==> src/rtl/core/hlcfp_pkg.sv <==
// Package for the header/length/checksum frame parser.
// Holds header constants, hunt states, status codes and the result record.
// No dependencies.
`default_nettype none

package hlcfp_pkg;

   // Header bytes and frame constants.
   localparam logic [7:0] HDR_SYNC   = 8'hFF;
   localparam logic [7:0] HDR_MID    = 8'h0B;
   localparam logic [7:0] CONTROL_ID = 8'd11;
   localparam logic [7:0] MIN_LENGTH = 8'd3;
   localparam logic [7:0] HDR_SUM    = 8'(HDR_SYNC + HDR_SYNC + HDR_MID);

   // Frame byte positions that are kept.
   localparam int POS_ID     = 3;
   localparam int POS_LENGTH = 4;
   localparam int POS_FIRST  = 5;
   localparam int POS_SECOND = 6;
   localparam int POS_THIRD  = 7;
   localparam int TAIL_BYTES = 5;

   typedef enum logic [1:0] {
      HUNT_IDLE = 2'd0,
      HUNT_ONE  = 2'd1,
      HUNT_TWO  = 2'd2
   } hunt_type;

   typedef enum logic [1:0] {
      STATUS_CONTROL_OK = 2'd0,
      STATUS_OTHER_OK   = 2'd1,
      STATUS_CHECKSUM   = 2'd2
   } status_type;

   // One finished frame, with a flag that tells whether it is present.
   typedef struct packed {
      logic       valid;
      status_type frame_status;
      logic [7:0] packet_id;
      logic [7:0] control_first;
      logic [7:0] control_second;
      logic [7:0] control_third;
   } result_type;

endpackage

`default_nettype wire

==> src/rtl/core/hlcfp_channels.sv <==
// Handshake channels of the frame parser: received bytes in, frame results out.
// No dependencies.
`default_nettype none

interface hlcfp_req_if;
   logic       valid;
   logic       ready;
   logic [7:0] rx_byte;

   modport source (output valid, output rx_byte, input ready);
   modport sink (input valid, input rx_byte, output ready);
endinterface

interface hlcfp_rsp_if;
   logic       valid;
   logic       ready;
   logic [1:0] frame_status;
   logic [7:0] packet_id;
   logic [7:0] control_first;
   logic [7:0] control_second;
   logic [7:0] control_third;

   modport source (output valid, output frame_status, output packet_id,
                   output control_first, output control_second,
                   output control_third, input ready);
   modport sink (input valid, input frame_status, input packet_id,
                 input control_first, input control_second,
                 input control_third, output ready);
endinterface

`default_nettype wire

==> src/rtl/core/hlcfp_parse.sv <==
// Frame parser state: header hunt, byte counter, running checksum, kept bytes.
// Depends on hlcfp_pkg. Gives the result a byte would cause, commits on advance.
`default_nettype none

module hlcfp_parse #(
   parameter int FRAME_CAPACITY = 22
) (
   input  wire logic                clock,
   input  wire logic                reset,
   input  wire logic                byte_valid,
   input  wire logic                advance,
   input  wire logic [7:0]          rx_byte,
   output hlcfp_pkg::result_type    result
);
   import hlcfp_pkg::*;

   localparam int CNT_W = $clog2(FRAME_CAPACITY + 1);
   localparam logic [7:0] MAX_LENGTH = 8'(FRAME_CAPACITY - TAIL_BYTES);

   hunt_type         hunt_ff, hunt_in;
   logic             in_frame_ff, in_frame_in;
   logic [CNT_W-1:0] count_ff, count_in;
   logic [7:0]       sum_ff, sum_in;
   logic [7:0]       length_ff, length_in;
   logic [7:0]       id_ff, first_ff, second_ff, third_ff;

   logic [CNT_W-1:0] count_next;
   logic [7:0]       sum_next;
   logic [8:0]       end_count;
   logic             frame_done;

   // Counter and checksum after taking this byte into the frame.
   assign count_next = count_ff + CNT_W'(1);
   assign sum_next   = sum_ff + rx_byte;
   assign end_count  = {1'b0, length_ff} + 9'(TAIL_BYTES);
   assign frame_done = in_frame_ff && (count_next > CNT_W'(POS_LENGTH + 1))
                       && (9'(count_next) >= end_count);

   // The result this byte would cause; the last byte can be byte 7 itself.
   always_comb begin
      result.valid          = byte_valid && frame_done;
      result.packet_id      = id_ff;
      result.control_first  = first_ff;
      result.control_second = second_ff;
      result.control_third  = (count_ff == CNT_W'(POS_THIRD)) ? rx_byte : third_ff;
      if (sum_next != 8'd0) begin
         result.frame_status = STATUS_CHECKSUM;
      end else if (id_ff == CONTROL_ID) begin
         result.frame_status = STATUS_CONTROL_OK;
      end else begin
         result.frame_status = STATUS_OTHER_OK;
      end
   end

   // Next state of the hunt and of the frame collection.
   always_comb begin
      hunt_in     = hunt_ff;
      in_frame_in = in_frame_ff;
      count_in    = count_ff;
      sum_in      = sum_ff;
      length_in   = length_ff;
      if (!in_frame_ff) begin
         case (hunt_ff)
            HUNT_ONE: begin
               hunt_in = (rx_byte == HDR_SYNC) ? HUNT_TWO : HUNT_IDLE;
            end
            HUNT_TWO: begin
               if (rx_byte == HDR_MID) begin
                  hunt_in     = HUNT_IDLE;
                  in_frame_in = 1'b1;
                  count_in    = CNT_W'(POS_ID);
                  sum_in      = HDR_SUM;
                  length_in   = 8'd0;
               end else if (rx_byte != HDR_SYNC) begin
                  hunt_in = HUNT_IDLE;
               end
            end
            default: begin
               hunt_in = (rx_byte == HDR_SYNC) ? HUNT_ONE : HUNT_IDLE;
            end
         endcase
      end else begin
         count_in = count_next;
         sum_in   = sum_next;
         if (count_ff == CNT_W'(POS_LENGTH)) begin
            length_in = rx_byte;
            if (rx_byte < MIN_LENGTH || rx_byte > MAX_LENGTH) begin
               in_frame_in = 1'b0;
            end
         end else if (frame_done) begin
            in_frame_in = 1'b0;
         end
      end
   end

   // Control state, cleared by reset.
   always_ff @(posedge clock) begin
      if (reset) begin
         hunt_ff     <= HUNT_IDLE;
         in_frame_ff <= 1'b0;
         count_ff    <= '0;
         sum_ff      <= '0;
         length_ff   <= '0;
      end else if (advance) begin
         hunt_ff     <= hunt_in;
         in_frame_ff <= in_frame_in;
         count_ff    <= count_in;
         sum_ff      <= sum_in;
         length_ff   <= length_in;
      end
   end

   // Kept frame bytes; each is rewritten in every frame before it is read.
   always_ff @(posedge clock) begin
      if (advance && in_frame_ff) begin
         case (count_ff)
            CNT_W'(POS_ID):     id_ff     <= rx_byte;
            CNT_W'(POS_FIRST):  first_ff  <= rx_byte;
            CNT_W'(POS_SECOND): second_ff <= rx_byte;
            CNT_W'(POS_THIRD):  third_ff  <= rx_byte;
            default: ;
         endcase
      end
   end

endmodule

`default_nettype wire

==> src/rtl/core/hlcfp_out_reg.sv <==
// Result register of the frame parser, driving the response channel.
// Depends on hlcfp_pkg and hlcfp_rsp_if.
`default_nettype none

module hlcfp_out_reg (
   input  wire logic                  clock,
   input  wire logic                  reset,
   input  wire logic                  load,
   input  wire hlcfp_pkg::result_type result,
   output logic                       out_free,
   hlcfp_rsp_if.source                rsp_chan
);
   import hlcfp_pkg::*;

   logic       valid_ff;
   result_type data_ff;

   // The register can take a new beat when empty or when it drains now.
   assign out_free = !valid_ff || rsp_chan.ready;

   always_ff @(posedge clock) begin
      if (reset) begin
         valid_ff <= 1'b0;
      end else if (out_free) begin
         valid_ff <= load;
      end
   end

   always_ff @(posedge clock) begin
      if (out_free && load) begin
         data_ff <= result;
      end
   end

   assign rsp_chan.valid          = valid_ff;
   assign rsp_chan.frame_status   = data_ff.frame_status;
   assign rsp_chan.packet_id      = data_ff.packet_id;
   assign rsp_chan.control_first  = data_ff.control_first;
   assign rsp_chan.control_second = data_ff.control_second;
   assign rsp_chan.control_third  = data_ff.control_third;

endmodule

`default_nettype wire

==> src/rtl/core/header_length_checksum_frame_parser_unit.sv <==
// Top level of the header/length/checksum frame parser.
// Depends on hlcfp_pkg, the channel interfaces, hlcfp_parse and hlcfp_out_reg.
//
// Usage: each beat on req_chan carries one received byte. The unit hunts for
// the header FF FF 0B, then collects the packet id (byte 3), the length L
// (byte 4) and L+5 bytes in all, the last one a checksum that makes the sum
// of all bytes zero mod 256. A length below 3 or above FRAME_CAPACITY-5 drops
// the frame and restarts the hunt. The beat carrying a frame's last byte
// produces one beat on rsp_chan with the status, packet id and bytes 5 to 7;
// every other byte produces none.
// Throughput: one byte per cycle unless a result waits for a full result
// register; counter, checksum and hunt state update between the input
// register and the result register. A frame's last byte passes the input
// register, then its result is loaded into the register driving rsp_chan.
// Reset (synchronous) empties both registers and returns to the hunt.
// When the receiver stalls, bytes that produce no result keep flowing; a byte
// that would produce a result waits in the input register until the result
// register is free, and req_chan.ready stays low while it waits.
`default_nettype none

module header_length_checksum_frame_parser_unit #(
   parameter int FRAME_CAPACITY = 22
) (
   input  wire logic   clock,
   input  wire logic   reset,
   hlcfp_req_if.sink   req_chan,
   hlcfp_rsp_if.source rsp_chan
);
   import hlcfp_pkg::*;

   logic       in_valid_ff;
   logic [7:0] in_byte_ff;
   logic       advance;
   logic       out_free;
   result_type pending;

   // A byte moves on unless its result finds the result register full.
   assign advance        = in_valid_ff && (!pending.valid || out_free);
   assign req_chan.ready = !in_valid_ff || advance;

   // Input register.
   always_ff @(posedge clock) begin
      if (reset) begin
         in_valid_ff <= 1'b0;
      end else if (req_chan.ready) begin
         in_valid_ff <= req_chan.valid;
      end
   end

   always_ff @(posedge clock) begin
      if (req_chan.ready && req_chan.valid) begin
         in_byte_ff <= req_chan.rx_byte;
      end
   end

   hlcfp_parse #(
      .FRAME_CAPACITY(FRAME_CAPACITY)
   ) u_parse (
      .clock      (clock),
      .reset      (reset),
      .byte_valid (in_valid_ff),
      .advance    (advance),
      .rx_byte    (in_byte_ff),
      .result     (pending)
   );

   hlcfp_out_reg u_out_reg (
      .clock    (clock),
      .reset    (reset),
      .load     (advance && pending.valid),
      .result   (pending),
      .out_free (out_free),
      .rsp_chan (rsp_chan)
   );

endmodule

`default_nettype wire
==> src/flat_wrapper.sv <==
// flat-port wrapper written by rule: the top's interface ports become plain ports
module header_length_checksum_frame_parser_unit_flat import hlcfp_pkg::*;
#(
   parameter int FRAME_CAPACITY = 22
)
  (clock, reset, req_chan_valid, req_chan_rx_byte, req_chan_ready, rsp_chan_valid, rsp_chan_frame_status, rsp_chan_packet_id, rsp_chan_control_first, rsp_chan_control_second, rsp_chan_control_third, rsp_chan_ready);
  hlcfp_req_if req_chan_i ();
  hlcfp_rsp_if rsp_chan_i ();
  input  wire logic clock;
  input  wire logic reset;
  input wire logic [$bits(req_chan_i.valid)-1:0] req_chan_valid;
  input wire logic [$bits(req_chan_i.rx_byte)-1:0] req_chan_rx_byte;
  output wire logic [$bits(req_chan_i.ready)-1:0] req_chan_ready;
  output wire logic [$bits(rsp_chan_i.valid)-1:0] rsp_chan_valid;
  output wire logic [$bits(rsp_chan_i.frame_status)-1:0] rsp_chan_frame_status;
  output wire logic [$bits(rsp_chan_i.packet_id)-1:0] rsp_chan_packet_id;
  output wire logic [$bits(rsp_chan_i.control_first)-1:0] rsp_chan_control_first;
  output wire logic [$bits(rsp_chan_i.control_second)-1:0] rsp_chan_control_second;
  output wire logic [$bits(rsp_chan_i.control_third)-1:0] rsp_chan_control_third;
  input wire logic [$bits(rsp_chan_i.ready)-1:0] rsp_chan_ready;
  assign req_chan_i.valid = req_chan_valid;
  assign req_chan_i.rx_byte = req_chan_rx_byte;
  assign req_chan_ready = req_chan_i.ready;
  assign rsp_chan_valid = rsp_chan_i.valid;
  assign rsp_chan_frame_status = rsp_chan_i.frame_status;
  assign rsp_chan_packet_id = rsp_chan_i.packet_id;
  assign rsp_chan_control_first = rsp_chan_i.control_first;
  assign rsp_chan_control_second = rsp_chan_i.control_second;
  assign rsp_chan_control_third = rsp_chan_i.control_third;
  assign rsp_chan_i.ready = rsp_chan_ready;
  header_length_checksum_frame_parser_unit #(.FRAME_CAPACITY(FRAME_CAPACITY)) u_core (.clock(clock), .reset(reset), .req_chan(req_chan_i), .rsp_chan(rsp_chan_i));
endmodule
==> config.mk <==
export PLATFORM = sky130hd
export DESIGN_NAME = header_length_checksum_frame_parser_unit_flat
export DESIGN_NICKNAME = d
export VERILOG_FILES = /design/src/rtl/core/hlcfp_pkg.sv /design/src/rtl/core/hlcfp_channels.sv /design/src/rtl/core/hlcfp_parse.sv /design/src/rtl/core/hlcfp_out_reg.sv /design/src/rtl/core/header_length_checksum_frame_parser_unit.sv /design/src/flat_wrapper.sv
export SDC_FILE = /design/constraint.sdc
export NUM_CORES = 1
export LEC_CHECK = 0
export ABC_AREA = 1
export BUFFER_PORTS_ARGS = -buffer_cell sky130_fd_sc_hd__buf_2
export CORE_ASPECT_RATIO = 0.5
export CORE_MARGIN = 3
export CORE_UTILIZATION = 30
export CTS_CLUSTER_DIAMETER = 200
export DETAILED_ROUTE_END_ITERATION = 16
export HOLD_SLACK_MARGIN = 0.03
export SYNTH_ARGS = -nofsm -noshare
export SYNTH_HDL_FRONTEND = slang
export SYNTH_SLANG_ARGS = --single-unit
==> constraint.sdc <==
create_clock -name clock -period 4.9 [get_ports clock]
set_clock_uncertainty 0.2 [all_clocks]
set_input_delay 0.49 -clock clock [delete_from_list [all_inputs] [get_ports clock]]
set_output_delay 0.49 -clock clock [all_outputs]
set_load 0.01 [all_outputs]
==> run summary, run 1 <==
final std cells w/o fill: 670
crit start category: register
share of layout cells above drive strength 1: 17.4%
Psw: 0.352 mW
Design Power: 1.68 mW
Worst EP arrival: 2.68 ns
WL per Instance: 13.5 um
DP HPWL: 6.37 mm
commonest cells after routing, fill and taps aside: nand2_1 (97), edfxtp_1 (74), nor2_1 (54)
Hold Vio Cnt, Final: 0
outcome: finished clean
global-route wire length before repair: 14.9 mm
via count: 2980
placed insts: 654
Seq pwr share: 55.5%
final-report setup violation count: 0
CP endpoint kind: output port
Critical Path Start: u_core.u_parse.count_ff[0]
ANT nets after route: 0
YS warnings: 0
Pleak: 2.15 nW
Cells after Synth: 421
Final Net Count: 505
initial antenna violation count: 0
routed vias/inst: 4.45
internal power: 1.33 mW
max cap viols: 0
root buf cell: clkbuf_16
PD cells: 326 nW/um2
total gr overflow: 0
placed instance area: 4850 um2
Site Rows: 30
total iterations of the first detailed-routing run: 6
commonest non-fill, non-tap cell in the layout: nand2_1
crit path to: req_chan_ready
Final Max Slew Viols: 0
worst-skew pair later-pin latency: 0.34 ns
# DRC: 0
Area growth syn-to-layout: 17.2%
CTS tree: yes
switching share of total power: 21.0%
clk buf depth: 2
Least-Margin Pin Slew: 0.731 ns
DRT iter0 DRCs: 210
Num CTS Buffers: 9
reg-to-reg endpoint: u_core.u_parse.second_ff[1]
Slew headroom: 51.2%
cts hold-fix bufs: 0
Die W: 177 um
mapped cell area: 4390 um2
RSZ-0062 raised after global routing: no
Max VDD drop: 0.000167 V
WS Path Type: register to output port
htree depth: 3
Clock Sinks: 100
worst-path fanout max: 17
final instance area: 5150 um2
GRT Util Overall: 11.7%
Tmin final: 3.37 ns
die height: 91.6 um
Clk pwr share: 42.2%
Place WS: 1.59 ns
# diodes: 0
vias in the first global route: 2956
part of the power in combinational logic: 2.3%
Yosys cell types: 31
net count after synthesis: 453
GP Congestion: 0.835
R2R cell count: 14
post-synth top area cell: edfxtp_1
Port Buffers: 47
Hold Path Class: input port to register
CTS resizes: 0
Die Footprint: 16200 um2
top cells by area, synth: edfxtp_1 (51%), dfxtp_1 (12%), nand2_1 (8.3%)
postcts setup bufs: 0
post-synthesis sequential area ratio: 62.4%
top cell type's share of synthesized area: 50.6%
Worst R2R Setup Slack: 1.55 ns
largest net degree at the start of global routing: 36
# IOs: 48
Initial Util: 31.6%
core box area: 13900 um2
required time of the critical path: 4.21 ns
clock transition at the registers of the reported paths: 0.07 ns
fmax: 0.297 GHz
Total Neg Setup Slack: 0 ns
Final WS setup: 1.53 ns
R2R Path Start: u_core.u_parse.count_ff[0]
Tcrit/Tclk final: 68.8%
#FFs+latches synth: 100
Post-Route WL: 9.07 mm
Mean Syn Cell Area: 10.4 um2
## cell type report
type | count | area (um2)
clock inverter | 6 | 68.8
tap | 192 | 240
timing repair buffer | 50 | 258
clock buffer | 10 | 229
inverter | 52 | 195
sequential | 100 | 2740
multi-input combinational | 260 | 1420
fill | 1370 | 8770
## logic make-up (layout without fill, tap and decap cells)
family / Yosys count / count (layout) / share of synthesized area, %
flops: 100 / 100 / 62.4
simple gates: 194 / 194 / 19.8
buf+inv: 61 / 118 / 5.44
mux: 2 / 2 / 0.512
fa+ha+maj: 20 / 20 / 5.87
compound gates: 35 / 35 / 4.19
xor+xnor: 9 / 9 / 1.79
## power by group through the flow
stage / Clock (mW) / Sequential, mW / Combinational, mW
after floorplan: 0 / 0.937 / 0.0294
after global placement: 0 / 0.951 / 0.0379
after detailed placement: 0 / 0.950 / 0.0386
after CTS: 0.726 / 0.932 / 0.0387
after global routing: 0.765 / 0.932 / 0.0444
final: 0.707 / 0.931 / 0.0386
## worst max-delay path, cell delays in order, from the launching register on
cell	delay (ns)
dfxtp_1	0.48
ha_1	0.24
nand2_1	0.09
inv_2	0.09
nor2_2	0.05
ha_1	0.30
nand2_1	0.07
o21ai_0	0.16
nand2_1	0.07
nand2_1	0.06
nand2_1	0.05
nand2_1	0.11
nand4_4	0.30
buf_2	0.28
## routing by layer
| metal | track usage (%) | vias up | routed length (um) |
|---|---|---|---|
| li1 | - | 1510 | - |
| met1 | 15.6 | 1406 | 4440 |
| met2 | 19.4 | 51 | 4190 |
| met3 | 2.34 | 13 | 278 |
| met4 | 3.33 | 0 | 159 |
| met5 | 0 | - | 0 |
## per-stage QoR
stage | hold WS (ns) | utilization (%)
3_3_place_gp | 0.203 | 34.9
3_5_place_dp | 0.206 | 34.9
2_1_floorplan | 0.200 | -
5_1_grt | 0.101 | 37.0
4_1_cts | 0.112 | 37.0
6_report | 0.125 | 37.0
## synth_stat cells (all sizes together)
| library cell | count |
|---|---|
| fa | 1 |
| o211ai | 2 |
| nor4 | 3 |
| nand3b | 2 |
| nor2 | 56 |
| o21ai | 14 |
| nor3 | 3 |
| nand2 | 99 |
| ha | 19 |
| nor3b | 1 |
| xnor2 | 2 |
| dfxtp | 26 |
| edfxtp | 74 |
| nand3 | 13 |
| xor2 | 7 |
| a21oi | 18 |
| o41ai | 1 |
| clkbuf | 3 |
| nand4 | 17 |
| inv | 52 |
| buf | 6 |
| mux2 | 2 |
## sequential cells by signal (all words and copies together) (netlist names)
signal	count
u_core.u_out_reg.rsp_chan.control_third	8
u_core.u_out_reg.rsp_chan.control_first	8
u_core.u_parse.id_ff	8
u_core.u_out_reg.rsp_chan.control_second	8
u_core.u_parse.hunt_ff	2
u_core.u_parse.in_frame_ff	1
u_core.u_parse.count_ff	5
u_core.in_byte_ff	8
u_core.u_parse.sum_ff	8
u_core.u_out_reg.rsp_chan.packet_id	8
u_core.u_parse.length_ff	8
u_core.u_out_reg.rsp_chan.frame_status	2
u_core.u_parse.third_ff	8
u_core.u_out_reg.rsp_chan.valid	1
u_core.u_parse.second_ff	8
u_core.in_valid_ff	1
u_core.u_parse.first_ff	8
## how the worst min path moves through the flow
| stage | from | endpoint | slack, ns | cells after the start |
|---|---|---|---|---|
| finish | req_chan_rx_byte[2] | u_core.in_byte_ff[2] | 0.12 | 1 |
| global route | req_chan_rx_byte[3] | u_core.in_byte_ff[3] | 0.10 | 1 |
| CTS | req_chan_rx_byte[2] | u_core.in_byte_ff[2] | 0.11 | 1 |
| detailed placement | u_core.u_parse.second_ff[0] | u_core.u_out_reg.rsp_chan.control_second[0] | 0.21 | 0 |
| global placement | u_core.u_parse.second_ff[1] | u_core.u_out_reg.rsp_chan.control_second[1] | 0.20 | 0 |
| floorplan | u_core.u_parse.first_ff[0] | u_core.u_out_reg.rsp_chan.control_first[0] | 0.20 | 0 |
No activity file was read; power rests on OpenSTA's default activity.
==> inputs of run 2 (changes only) <==
Settings changed: ABC_AREA 1 to 0.
Clock period 4.9 ns to 2.8 ns, I/O delays scaled along.
==> run summary, run 2 <==
outcome: finished, violations left (was finished clean)
failing checks: setup timing
area of the multi-input gates: 1580 um2 (was 1420 um2)
Final Max Slew Viols: 0 (unchanged)
Port Buffers: 47 (unchanged)
R2R Path Start: u_core.u_parse.count_ff[1] (was u_core.u_parse.count_ff[0])
Final Net Count: 438 (was 505)
placed instance area: 5000 um2 (was 4850 um2)
clk buf depth: 2 (unchanged)
Cells after Synth: 314 (was 421)
FF/Latch Area: 2750 um2 (was 2740 um2)
Die W: 174 um (was 177 um)
via count: 2841 (was 2980)
share of layout cells above drive strength 1: 34.1% (was 17.4%)
YS warnings: 0 (unchanged)
vias in the first global route: 2679 (was 2956)
Die Footprint: 15600 um2 (was 16200 um2)
CP max stage cell: dfxtp_4 (was dfxtp_1)
R2R cell count: 10 (was 14)
required time of the critical path: 2.63 ns (was 4.21 ns)
switching share of total power: 21.8% (was 21.0%)
Worst EP arrival: 2.71 ns (was 2.68 ns)
max cap viols: 0 (unchanged)
top cells by area, synth: edfxtp_1 (53%), dfxtp_1 (12%), ha_1 (5.6%) (was edfxtp_1 (51%), dfxtp_1 (12%), nand2_1 (8.3%))
Tmin final: 2.88 ns
Area growth syn-to-layout: 30.1% (was 17.2%)
Hold Path Class: input port to register (unchanged)
Critical Path Start: u_core.u_parse.count_ff[1] (was u_core.u_parse.count_ff[0])
# diodes: 0 (unchanged)
final-report setup violation count: 9 (was 0)
GRT Util Overall: 11.8% (was 11.7%)
fmax: 0.347 GHz
Final WS setup: -0.0794 ns (was 1.53 ns)
htree depth: 3 (unchanged)
Tcrit/Tclk final: 103%
CP top delay family: compound AO/OA/AOI/OAI gates (was simple AND/OR/NAND/NOR gates)
Post-Route WL: 9.23 mm (was 9.07 mm)
WL per Instance: 15.5 um (was 13.5 um)
routed vias/inst: 4.76 (was 4.45)
clock transition at the registers of the reported paths: 0.07 ns (about the same)
Site Rows: 29 (was 30)
worst-path fanout max: 8 (was 17)
post-synth top area cell: edfxtp_1 (unchanged)
Least-Margin Pin Slew: 0.613 ns (was 0.731 ns)
global-route wire length before repair: 14.4 mm (was 14.9 mm)
most common cell in the netlist: edfxtp_1 (was nand2_1)
mapped cell area: 4220 um2 (was 4390 um2)
filler cell count: 1228 (was 1370)
crit path to: u_core.u_parse.id_ff[0] (was req_chan_ready)
final instance area: 5490 um2 (was 5150 um2)
Crit. path cell count: 10 (was 13)
total iterations of the first detailed-routing run: 4 (was 6)
core box area: 13200 um2 (was 13900 um2)
Clk pwr share: 40.4% (was 42.2%)
# IOs: 48 (unchanged)
Crit path buffers/inverters: 3 (was 2)
Mean Syn Cell Area: 13.4 um2 (was 10.4 um2)
worst-path cell chain: inv_2, ha_4, ha_4, nor2b_1, o2111a_1, a2111oi_4, buf_4, o31ai_4, inv_2, and4b_2 (was ha_1, nand2_1, inv_2, nor2_2, ha_1, nand2_1, o21ai_0, nand2_1, nand2_1, nand2_1, nand2_1, nand4_4, buf_2)
ANT nets after route: 0 (unchanged)
Clock Sinks: 100 (unchanged)
final core utilization: 41.6% (was 37.0%)
commonest non-fill, non-tap cell in the layout: edfxtp_1 (was nand2_1)
CP endpoint kind: register (was output port)
Worst R2R Setup Slack: -0.08 ns (was 1.55 ns)
min-delay src: rsp_chan_ready (was req_chan_rx_byte[2])
placed insts: 570 (was 654)
total gr overflow: 0 (unchanged)
commonest cells in the netlist: edfxtp_1 (74), a21oi_1 (31), dfxtp_1 (26) (was nand2_1 (97), edfxtp_1 (74), nor2_1 (54))
final std cells w/o fill: 597 (was 670)
Seq pwr share: 55.3% (was 55.5%)
Initial Util: 31.9% (was 31.6%)
Max VDD drop: 0.000379 V (was 0.000167 V)
Design Power: 2.89 mW (was 1.68 mW)
number of synthesized flops with an enable pin: 74 (unchanged)
post-synthesis sequential area ratio: 65.0% (was 62.4%)
net count after synthesis: 346 (was 453)
part of the power in combinational logic: 4.3% (was 2.3%)
worst-skew pair later-pin latency: 0.34 ns (about the same)
Top FF cell, synth: edfxtp_1 (unchanged)
initial antenna violation count: 0 (unchanged)
reg-to-reg endpoint: u_core.u_parse.id_ff[0] (was u_core.u_parse.second_ff[1])
PD cells: 526 nW/um2 (was 326 nW/um2)
top cell type's share of synthesized area: 52.7% (was 50.6%)
Hold Vio Cnt, Final: 0 (unchanged)
Slew headroom: 59.1% (was 51.2%)
Num CTS Buffers: 9 (unchanged)
CTS tree: yes (unchanged)
WS Path Type: register to register (was register to output port)
crit start category: register (unchanged)
root buf cell: clkbuf_16 (unchanged)
Pleak: 1.97 nW (was 2.15 nW)
Psw: 0.629 mW (was 0.352 mW)
RSZ-0062 raised after global routing: yes (was no)
largest net degree at the start of global routing: 35 (was 36)
#FFs+latches synth: 100 (unchanged)
internal power: 2.26 mW (was 1.33 mW)
DRT iter0 DRCs: 172 (was 210)
ys async rst share: 0% (unchanged)
die height: 89.9 um (was 91.6 um)
DP HPWL: 6.22 mm (was 6.37 mm)
# DRC: 0 (unchanged)
Largest stage delay, worst path: 0.38 ns (was 0.48 ns)
commonest cells after routing, fill and taps aside: edfxtp_1 (74), buf_2 (47), buf_4 (33) (was nand2_1 (97), edfxtp_1 (74), nor2_1 (54))
Yosys cell types: 51 (was 31)
GP Congestion: 0.867 (was 0.835)
-- run 2: cell types whose count changed in the layout (fill, tap and decap cells not counted), moves of 8 or more --
cell,previous run,this run
a21oi_1,18,26
nand2_1,97,9
dlygate4sd3_1,0,9
inv_1,46,10
nor2_1,54,12
buf_4,3,33
o21ai_0,12,3
o21ai_1,2,15
-- run 2: per-stage QoR --
| step | hold slack [ns] | TNS [ns] | setup WS [ns] |
|---|---|---|---|
| after global routing | 0.141 | -4.19 | -0.147 |
| after global placement | 0.203 | -0.134 | -0.0770 |
| final | 0.139 | -0.666 | -0.0794 |
| after CTS | 0.129 | -0.895 | -0.0564 |
| after floorplan | 0.149 | -5.23 | -0.134 |
| after detailed placement | 0.205 | -1.09 | -0.0410 |
-- run 2: area by class of cell --
class | instances | share of cell area, %
Clock buffer | 11 | 4.24
Clock inverter | 5 | 0.821
Inverter | 14 | 0.957
Multi-Input combinational cell | 191 | 28.8
Sequential cell | 100 | 50.2
Tap cell | 186 | 4.24
Timing Repair Buffer | 90 | 10.8
-- run 2: tightest hold or removal path, delay by kind of cell --
kind,cells,cell delay [ns]
AOI/OAI and AO/OA,1,0.05
and+or+nand+nor,1,0.03
buffers and inverters,3,0.27
-- run 2: how the worst min path moves through the flow --
| stage | to | slack, ns | depth (start not counted) |
|---|---|---|---|
| 2_1_floorplan | u_core.u_parse.length_ff[6] | 0.15 | 1 |
| 3_3_place_gp | u_core.u_out_reg.rsp_chan.control_second[4] | 0.20 | 0 |
| 3_5_place_dp | u_core.u_out_reg.rsp_chan.control_first[5] | 0.20 | 0 |
| 4_1_cts | u_core.u_out_reg.rsp_chan.valid | 0.13 | 5 |
| 5_1_grt | u_core.u_out_reg.rsp_chan.valid | 0.14 | 5 |
| 6_report | u_core.u_out_reg.rsp_chan.valid | 0.14 | 5 |
-- run 2: timing repair --
| action | CTS | global route |
|---|---|---|
| endpoints found under the setup margin | 66 | 91 |
| pin swaps | 6 | 16 |
| gates resized for setup | 7 | 14 |
| cloned | 0 | 0 |
| endpoints found under the hold margin | 9 | 0 |
| buffers inserted | 2 | 0 |
| hold buffers | 9 | 0 |
-- run 2: power groups by stage --
stage | Combinational (mW) | Sequential (mW) | Clock [mW]
2_1_floorplan | 0.0441 | 1.64 | 0
3_3_place_gp | 0.108 | 1.63 | 0
3_5_place_dp | 0.109 | 1.63 | 0
4_1_cts | 0.119 | 1.60 | 1.19
5_1_grt | 0.133 | 1.60 | 1.25
6_report | 0.124 | 1.60 | 1.17
-- run 2: cell families after synthesis --
family	share of synthesized area, %
fa+ha+maj	6.11
flops	65.0
xor+xnor	2.49
simple gates	9.31
compound gates	12.6
buf+inv	2.31
mux	2.14
-- run 2: per-layer routing --
metal  GRT usage (%)  vias to the layer above  wire [um]
met3            3.66                        8        479
met5               0                        -          0
met2            19.5                       67       4430
met4            3.41                        0         88
li1                -                     1391          -
met1            15.0                     1375       4230
